## config.mk

```make
export PLATFORM = sky130hd
export DESIGN_NAME = apt_ctrl
export DESIGN_NICKNAME = d
export VERILOG_FILES = /design/src/design/apt_pkg.sv /design/src/design/apt_ctrl.sv
export SDC_FILE = /design/constraint.sdc
export NUM_CORES = 1
export LEC_CHECK = 0
export BUFFER_PORTS_ARGS = -buffer_cell sky130_fd_sc_hd__buf_2
export CELL_PAD_IN_SITES_DETAIL_PLACEMENT = 1
export CELL_PAD_IN_SITES_GLOBAL_PLACEMENT = 2
export CORE_AREA = 10 10 47 49
export DETAILED_ROUTE_END_ITERATION = 12
export DIE_AREA = 0 0 57 59
export GPL_ROUTABILITY_DRIVEN = 1
export PLACE_DENSITY_LB_ADDON = 0.12
export SYNTH_ARGS = -nofsm -noshare
export SYNTH_HDL_FRONTEND = slang
export SYNTH_SLANG_ARGS = --single-unit
export TNS_END_PERCENT = 30
```

## constraint.sdc

```tcl
create_clock -name aclk -period 2.4 [get_ports aclk]
set_clock_uncertainty 0.05 [all_clocks]
set_input_delay 0.36 -clock aclk [delete_from_list [all_inputs] [get_ports aclk]]
set_output_delay 0.36 -clock aclk [all_outputs]
set_load 0.01 [all_outputs]
```

## src/design/apt_pkg.sv

```systemverilog
package apt_pkg;

    // Number of presses averaged into a new period.
    localparam int HISTORY_DEPTH = 5;

    localparam int CNT_W    = 24;
    localparam int DEB_W    = 16;
    localparam int SLOT_W   = (HISTORY_DEPTH > 1) ? $clog2(HISTORY_DEPTH) : 1;
    localparam int SUM_W    = CNT_W + $clog2(HISTORY_DEPTH);
    // Dividend of the rounded average is 2*sum + depth, divisor is 2*depth.
    localparam int DIVD_W   = SUM_W + 1;
    localparam int CFG_IDX_W = 1;
    localparam int CFG_W    = CNT_W;

    // The rounded average equals (sum + HISTORY_DEPTH/2) / HISTORY_DEPTH. It is
    // taken as a product with the reciprocal rounded up, which is exact for every
    // sum below 2**SUM_W.
    localparam int RECIP_SHIFT = SUM_W + $clog2(HISTORY_DEPTH);
    localparam int RECIP_W     = SUM_W + 1;
    localparam int PROD_W      = SUM_W + RECIP_W;
    localparam logic [RECIP_W-1:0] RECIP =
        RECIP_W'(((64'd1 << RECIP_SHIFT) + 64'(HISTORY_DEPTH) - 64'd1)
                 / 64'(HISTORY_DEPTH));
    localparam logic [SUM_W-1:0] ROUND_ADD = SUM_W'(HISTORY_DEPTH / 2);

    localparam logic [CNT_W-1:0] CNT_MAX           = '1;
    localparam logic [CNT_W-1:0] INITIAL_PERIOD_RST = CNT_W'(468750);
    localparam logic [DEB_W-1:0] DEBOUNCE_LIMIT_RST = DEB_W'(2344);

    // Input kinds.
    localparam logic [1:0] KIND_PERIOD   = 2'd0;
    localparam logic [1:0] KIND_DEBOUNCE = 2'd1;
    localparam logic [1:0] KIND_PIN      = 2'd2;

    // Report codes.
    localparam logic [1:0] REPORT_NONE   = 2'd0;
    localparam logic [1:0] REPORT_PERIOD = 2'd1;
    localparam logic [1:0] REPORT_PRESS  = 2'd2;

    // Configuration register indexes.
    localparam logic [CFG_IDX_W-1:0] CFG_INITIAL_PERIOD = 1'd0;
    localparam logic [CFG_IDX_W-1:0] CFG_DEBOUNCE_LIMIT = 1'd1;

    typedef struct packed {
        logic [1:0] kind;
        logic       pressed;
    } apt_in_t;

    typedef struct packed {
        logic [1:0]       report;
        logic [CNT_W-1:0] current_period;
        logic             masked;
    } apt_out_t;

    typedef enum logic [2:0] {
        ST_IDLE,
        ST_EXEC,
        ST_MUL,
        ST_LOAD,
        ST_EMIT
    } state_t;

    typedef struct packed {
        logic capture;
        logic exec;
        logic mul_step;
        logic load_period;
        logic emit;
    } apt_cmd_t;

    typedef struct packed {
        logic round_done;
    } apt_status_t;

endpackage

```

## src/design/apt_ctrl.sv

```systemverilog
module apt_ctrl (
    input  logic                 aclk,
    input  logic                 aresetn,
    input  logic                 s_valid,
    output logic                 s_ready,
    output logic                 m_valid,
    input  logic                 m_ready,
    input  apt_pkg::apt_status_t status,
    output apt_pkg::apt_cmd_t    cmd
);

    apt_pkg::state_t state_reg, state_next;
    logic m_valid_reg, m_valid_next;
    logic out_free;

    assign out_free  = !m_valid_reg || m_ready;

    always_comb begin
        state_next = state_reg;
        case (state_reg)
            apt_pkg::ST_IDLE: begin
                if (s_valid) begin
                    state_next = apt_pkg::ST_EXEC;
                end
            end
            apt_pkg::ST_EXEC: begin
                if (status.round_done) begin
                    state_next = apt_pkg::ST_MUL;
                end else begin
                    state_next = apt_pkg::ST_EMIT;
                end
            end
            apt_pkg::ST_MUL: begin
                state_next = apt_pkg::ST_LOAD;
            end
            apt_pkg::ST_LOAD: begin
                state_next = apt_pkg::ST_EMIT;
            end
            apt_pkg::ST_EMIT: begin
                if (out_free) begin
                    state_next = apt_pkg::ST_IDLE;
                end
            end
            default: begin
                state_next = apt_pkg::ST_IDLE;
            end
        endcase
    end

    always_comb begin
        cmd         = '0;
        s_ready     = 1'b0;
        case (state_reg)
            apt_pkg::ST_IDLE: begin
                s_ready     = 1'b1;
                cmd.capture = s_valid;
            end
            apt_pkg::ST_EXEC: begin
                cmd.exec = 1'b1;
            end
            apt_pkg::ST_MUL: begin
                cmd.mul_step = 1'b1;
            end
            apt_pkg::ST_LOAD: begin
                cmd.load_period = 1'b1;
            end
            apt_pkg::ST_EMIT: begin
                cmd.emit = out_free;
            end
            default: begin
                cmd = '0;
            end
        endcase
        m_valid_next = cmd.emit ? 1'b1 : (m_ready ? 1'b0 : m_valid_reg);
    end

    always_ff @(posedge aclk) begin
        if (!aresetn) begin
            state_reg   <= apt_pkg::ST_IDLE;
            m_valid_reg <= 1'b0;
        end else begin
            state_reg   <= state_next;
            m_valid_reg <= m_valid_next;
        end
    end

    assign m_valid = m_valid_reg;

endmodule

```

# ---- Yosys cells after proc, flatten, opt, wreduce, memory -nomap -nowiden
# Cells that the tools add are included.
dict set report totals {
  regBits 4
  in_bits 5
  output_inout_bits 7
  word_cells 25
}
dict set report op_classes {
  n_eq_ne 6
  mux 12
  reduce_logical 5
}
# cell count
set ops {}
lappend ops {{$pmux W3 S5} 1}
lappend ops {{$mux W3} 3}
lappend ops {{$mux W1} 8}
lappend ops {{$eq A3 B2 Y1 const B} 2}
lappend ops {{$ne A2 B2 Y1 const B} 2}
lappend ops {{$eq A3 B1 Y1 const B} 1}
lappend ops {{$eq A3 B3 Y1 const B} 1}
lappend ops {{$logic_not A3 Y1} 1}
lappend ops {{$reduce_and A2 Y1} 1}
lappend ops {{$reduce_bool A2 Y1} 1}
lappend ops {{$logic_not A1 Y1} 1}
lappend ops {{$logic_or A1 B1 Y1} 1}

# ---- Logic depth before layout (Yosys ltp)
dict set report logic_depth {
  word_depth 4
  depth_mapped 3
  mapped_depth_nobuf 2
}

# ---- Worst setup path before layout
# Ideal clock, no wire load.
dict set report synth_path {
  path_kind {register -> output}
  from {reg state_reg[1]}
  to {out cmd[0] in the netlist's numbering}
  arrival_ns 0.974
  required_ns 1.990
  setup_slack_ns 1.016
  stages_incl_launch_ff 4
  n_path_buf 1
  path_cell_list {dfxtp_1 > or3b_4 > nor2b_1 > buf_4}
}
# element line
set synth_lines {}
lappend synth_lines {{start, declared} apt_ctrl.sv:12} ;# apt_pkg::state_t state_reg, state_next;
lappend synth_lines {{start signal, assigned} apt_ctrl.sv:79} ;# state_reg <= apt_pkg::ST_IDLE;
lappend synth_lines {{start signal, assigned} apt_ctrl.sv:82} ;# state_reg <= state_next;
lappend synth_lines {{end, declared} apt_ctrl.sv:9} ;# output apt_pkg::apt_cmd_t cmd

==> results.md <==
Hold path:
- The class of the most critical hold timing path is input pin to flop.
- The worst hold path begins at status.
- The terminating pin of the worst hold path is state_reg[1]$_SDFFE_PN0P_.
- Counting instances, the worst hold path has a depth of 3.

Status:
- The run finished with clean final reports.

Floorplan:
- The die outline area is 3360 sq um.
- From bottom edge to top edge, the die measures 59 um.
- The x dimension of the die is 57 um.
- After floorplanning, the core was sized to cover 1400 sq um.
- The starting density of the core is 0.154.
- The I/O pin count is 12.
- After floorplanning, the core was divided into 14 placement rows.

Global route:
- The global-route wire length before repair is 1060 um.
- Across every metal layer, demand over resource in global routing totals 0.0428.
- Global routing finished with a remaining overflow of 0.
- The number of antenna violations at the first check in global routing is 0.
- The largest net degree at the start of global routing is 9.
- The number of global-route vias before repair is 246.

Drt:
- The count of nets left with antenna violations once routing finished came out at 0.
- The first routing iteration left 2 violations.
- After detailed routing, the number of remaining DRC violations is 0.
- The wire length per cell after detailed routing is 11.3 um.
- After detailed routing, the total wire length is 621 um.
- The routed via count is 216.
- The first-pass iteration count of the detailed router is 4.
- After detailed routing, the number of vias per cell comes to 3.93.

Synth:
- The most used flip-flop cell after synthesis is sky130_fd_sc_hd__dfxtp_1.
- Counting flops with an async set or reset pin after synthesis yields a share of 0.
- The compound-gate portion of the synthesized area is 0.104.
- The commonest cells after synthesis are sky130_fd_sc_hd__dfxtp_1, sky130_fd_sc_hd__nand2b_1, sky130_fd_sc_hd__nor2_1.
- Of the total synthesized cell area, the portion taken by XOR and XNOR cells is 0.
- Yosys mapped a number of flops with a built-in enable equal to 0.
- The share of synthesized area in the top cell type comes to 0.370.
- Of the total synthesized cell area, the portion taken by AND, OR, NAND and NOR gates is 0.457.
- The sequential fraction of the synthesis area is 0.370.
- The total number of yosys warnings is 0.
- The mapped netlist covers 216 sq um.
- The average cell area after synthesis is 8.33 sq um.
- The synthesized design spends more area on one cell type than any other, namely sky130_fd_sc_hd__dfxtp_1.
- The synthesized netlist contains 14 unique library cells.
- Sorting the synthesized cells by area gives the leading types as sky130_fd_sc_hd__dfxtp_1, sky130_fd_sc_hd__nand2b_1, sky130_fd_sc_hd__nand3b_1, sky130_fd_sc_hd__nor2_1, sky130_fd_sc_hd__or3b_4.
- The fraction of the mapped netlist area in adder cells is 0.
- Of the post-synthesis cell area, the part taken by muxes is 0.
- After synthesis the netlist holds a flip-flop and latch count of 4.
- After synthesis, the largest family of logic cells by area is simple AND/OR/NAND/NOR gates.
- Synthesis produced a netlist with a net count of 31.
- The cell count after synthesis came out at 26.

STA:
- Setup violations remaining at the end of the flow were counted as 0.
- In this run the tightest slew margin relative to its limit is 0.855.
- The transition time at the pin with the least slew margin is 0.217 ns.
- The period utilization is 0.700.
- After layout, the minimum clock period comes to 1.68 ns.
- The final setup TNS is 0 ns.
- Based on the critical path, the design can be clocked at up to 0.596 GHz.
- Setup repair after global routing left no endpoint under its margin.
- The number of pins exceeding their max-slew limit in the final report was 0.
- The hold violation total from the final report is 0.

Critical path:
- The worst register-to-register path begins at state_reg[1]$_SDFFE_PN0P_.
- The number of cells on the worst reg-to-reg path is 2.
- The delay of the slowest cell on the worst path is 0.43 ns.
- The type of element capturing the critical path is an output port.
- Counting both buffers and inverters, the worst setup path holds a total of 1.
- The arrival time at the worst endpoint is 1.27 ns.
- The element type at the critical path start is a flop.
- The worst register-to-register path ends at m_valid$_SDFFE_PN0P_.
- STA puts the critical path data required time at 1.99 ns.
- The start point of the critical path is state_reg[1]$_SDFFE_PN0P_.
- Walking the worst path, the cells encountered are or3b_4, nor2b_1, buf_2.
- The slowest stage of the critical path belongs to the cell sky130_fd_sc_hd__or3b_4.
- The family with the most delay on the worst path is simple AND/OR/NAND/NOR gates.
- The setup check on the worst reg-to-reg path leaves a slack of 1.35 ns.
- The worst setup path is of the flop to output port kind.
- Of all nets on the critical path, the largest fanout is 8.

Placement:
- The HPWL after detailed placement is 537 um.
- Buffers placed on the I/O ports in this run total 11.
- Counting tap cells, the placed design contains a total of 52 instances.
- The placer congestion estimate is 0.591.

Power:
- The maximum VDD drop is 0.247 mV.
- Dividing total power by cell area gives a power density of 615 nW/um^2.
- The static leakage power is 0.000142 uW.

CTS:
- Clock latency on the worst-skew pair, taken at its later pin, is 0.23 ns.
- The number of gates resized after CTS was 0.
- In this run, post-CTS hold repair placed 0 buffers.
- TritonCTS built the clock tree.
- The largest buffer count on any clock path is 2.
- CTS built an H-tree with a depth of 1.
- The CTS root buffer is sky130_fd_sc_hd__clkbuf_4.
- The number of clock buffers added by TritonCTS is 3.
- The CTS clock-pin slew for the worst setup and hold paths is 0.04 ns.
- The clock net in this run drives a total of 4 sinks.
- The number of buffers added for setup after CTS is 0.

Final layout:
- For this run, the number of standard cells in the final layout without fillers is 55.
- Compared with the post-synthesis result, the final layout area differs by 41.6%.
- The register with the most flip-flops in the layout has 3 of them.
- The proportion of layout cells with a drive suffix above 1 is 0.436.
- The share of the core filled with cells in the final layout is 0.219.
- 0 antenna diodes ended up in the layout.
- In the final design database the tool counted 46 nets.

Job:
- The tool flagged a number of max-cap violations equal to 0.
[cells in the final DEF, fill, tap and decap left out, drive strengths merged]
cell type	synthesis	final
inv	2	2
nor2b	1	1
nand3b	2	2
nor2	4	4
clkbuf	0	3
or3b	1	1
nand2b	4	4
nor3	2	2
o32ai	1	1
and2b	1	1
buf	1	11
dfxtp	4	4
and2	1	1
a21oi	2	2
[metal layers]
metal  vias to the layer above  part of all wire  GRT usage
li1                        112                 -          -
met1                        92              0.48     0.0452
met2                        10              0.36     0.0465
met3                         2              0.14     0.0408
met4                         0            0.0081     0.0403
met5                         -                 0          0
[logic make-up (layout without fill, tap and decap cells)]
family | count (synthesis) | count (layout)
simple gates | 16 | 16
compound gates | 3 | 3
buf+inv | 3 | 16
flops | 4 | 4
[report_power, final]
group	leakage (uW)	switching (uW)	total (uW)	internal, uW
clock	0.0000138	27.1	83.0	55.9
sequential	0.0000327	4.38	74.5	70.1
combinational	0.0000960	15.1	31.0	15.9
[final cells by class]
| type | instances | area (sq um) |
|---|---|---|
| Tap cell | 16 | 20.0 |
| Timing Repair Buffer | 11 | 55.1 |
| Sequential cell | 4 | 80.1 |
| Fill cell | 189 | 1090 |
| Inverter | 2 | 7.51 |
| Multi-Input combinational cell | 19 | 121 |
| Clock buffer | 3 | 22.5 |
[worst min-delay path: cells and delay by family]
| family | cells | cell delay [ns] |
|---|---|---|
| buf+inv | 1 | 0.10 |
| simple gates | 1 | 0.07 |
| compound gates | 1 | 0.06 |
[through the flow]
| step | instance area [sq um] | worst slack, ns | total power [uW] | hold WS [ns] |
|---|---|---|---|---|
| final | 307 | 0.721 | 189 | 0.366 |
| after global routing | 307 | 0.636 | 200 | 0.375 |
| after CTS | 307 | 0.693 | 192 | 0.359 |
| after detailed placement | 284 | 0.946 | 108 | 0.472 |
| after global placement | 284 | 0.946 | 108 | 0.451 |
| after floorplan | 216 | 1.02 | 93.6 | 0.430 |
[worst max-delay path by stage]
stage	cells past startpoint	slack, ns	to
floorplan	3	1.02	cmd[0]
global placement	3	0.95	cmd[0]
detailed placement	3	0.95	cmd[0]
CTS	3	0.69	cmd[0]
global route	3	0.64	cmd[0]
finish	3	0.72	cmd[0]
Note: power is estimated with default switching activity, not from simulation.
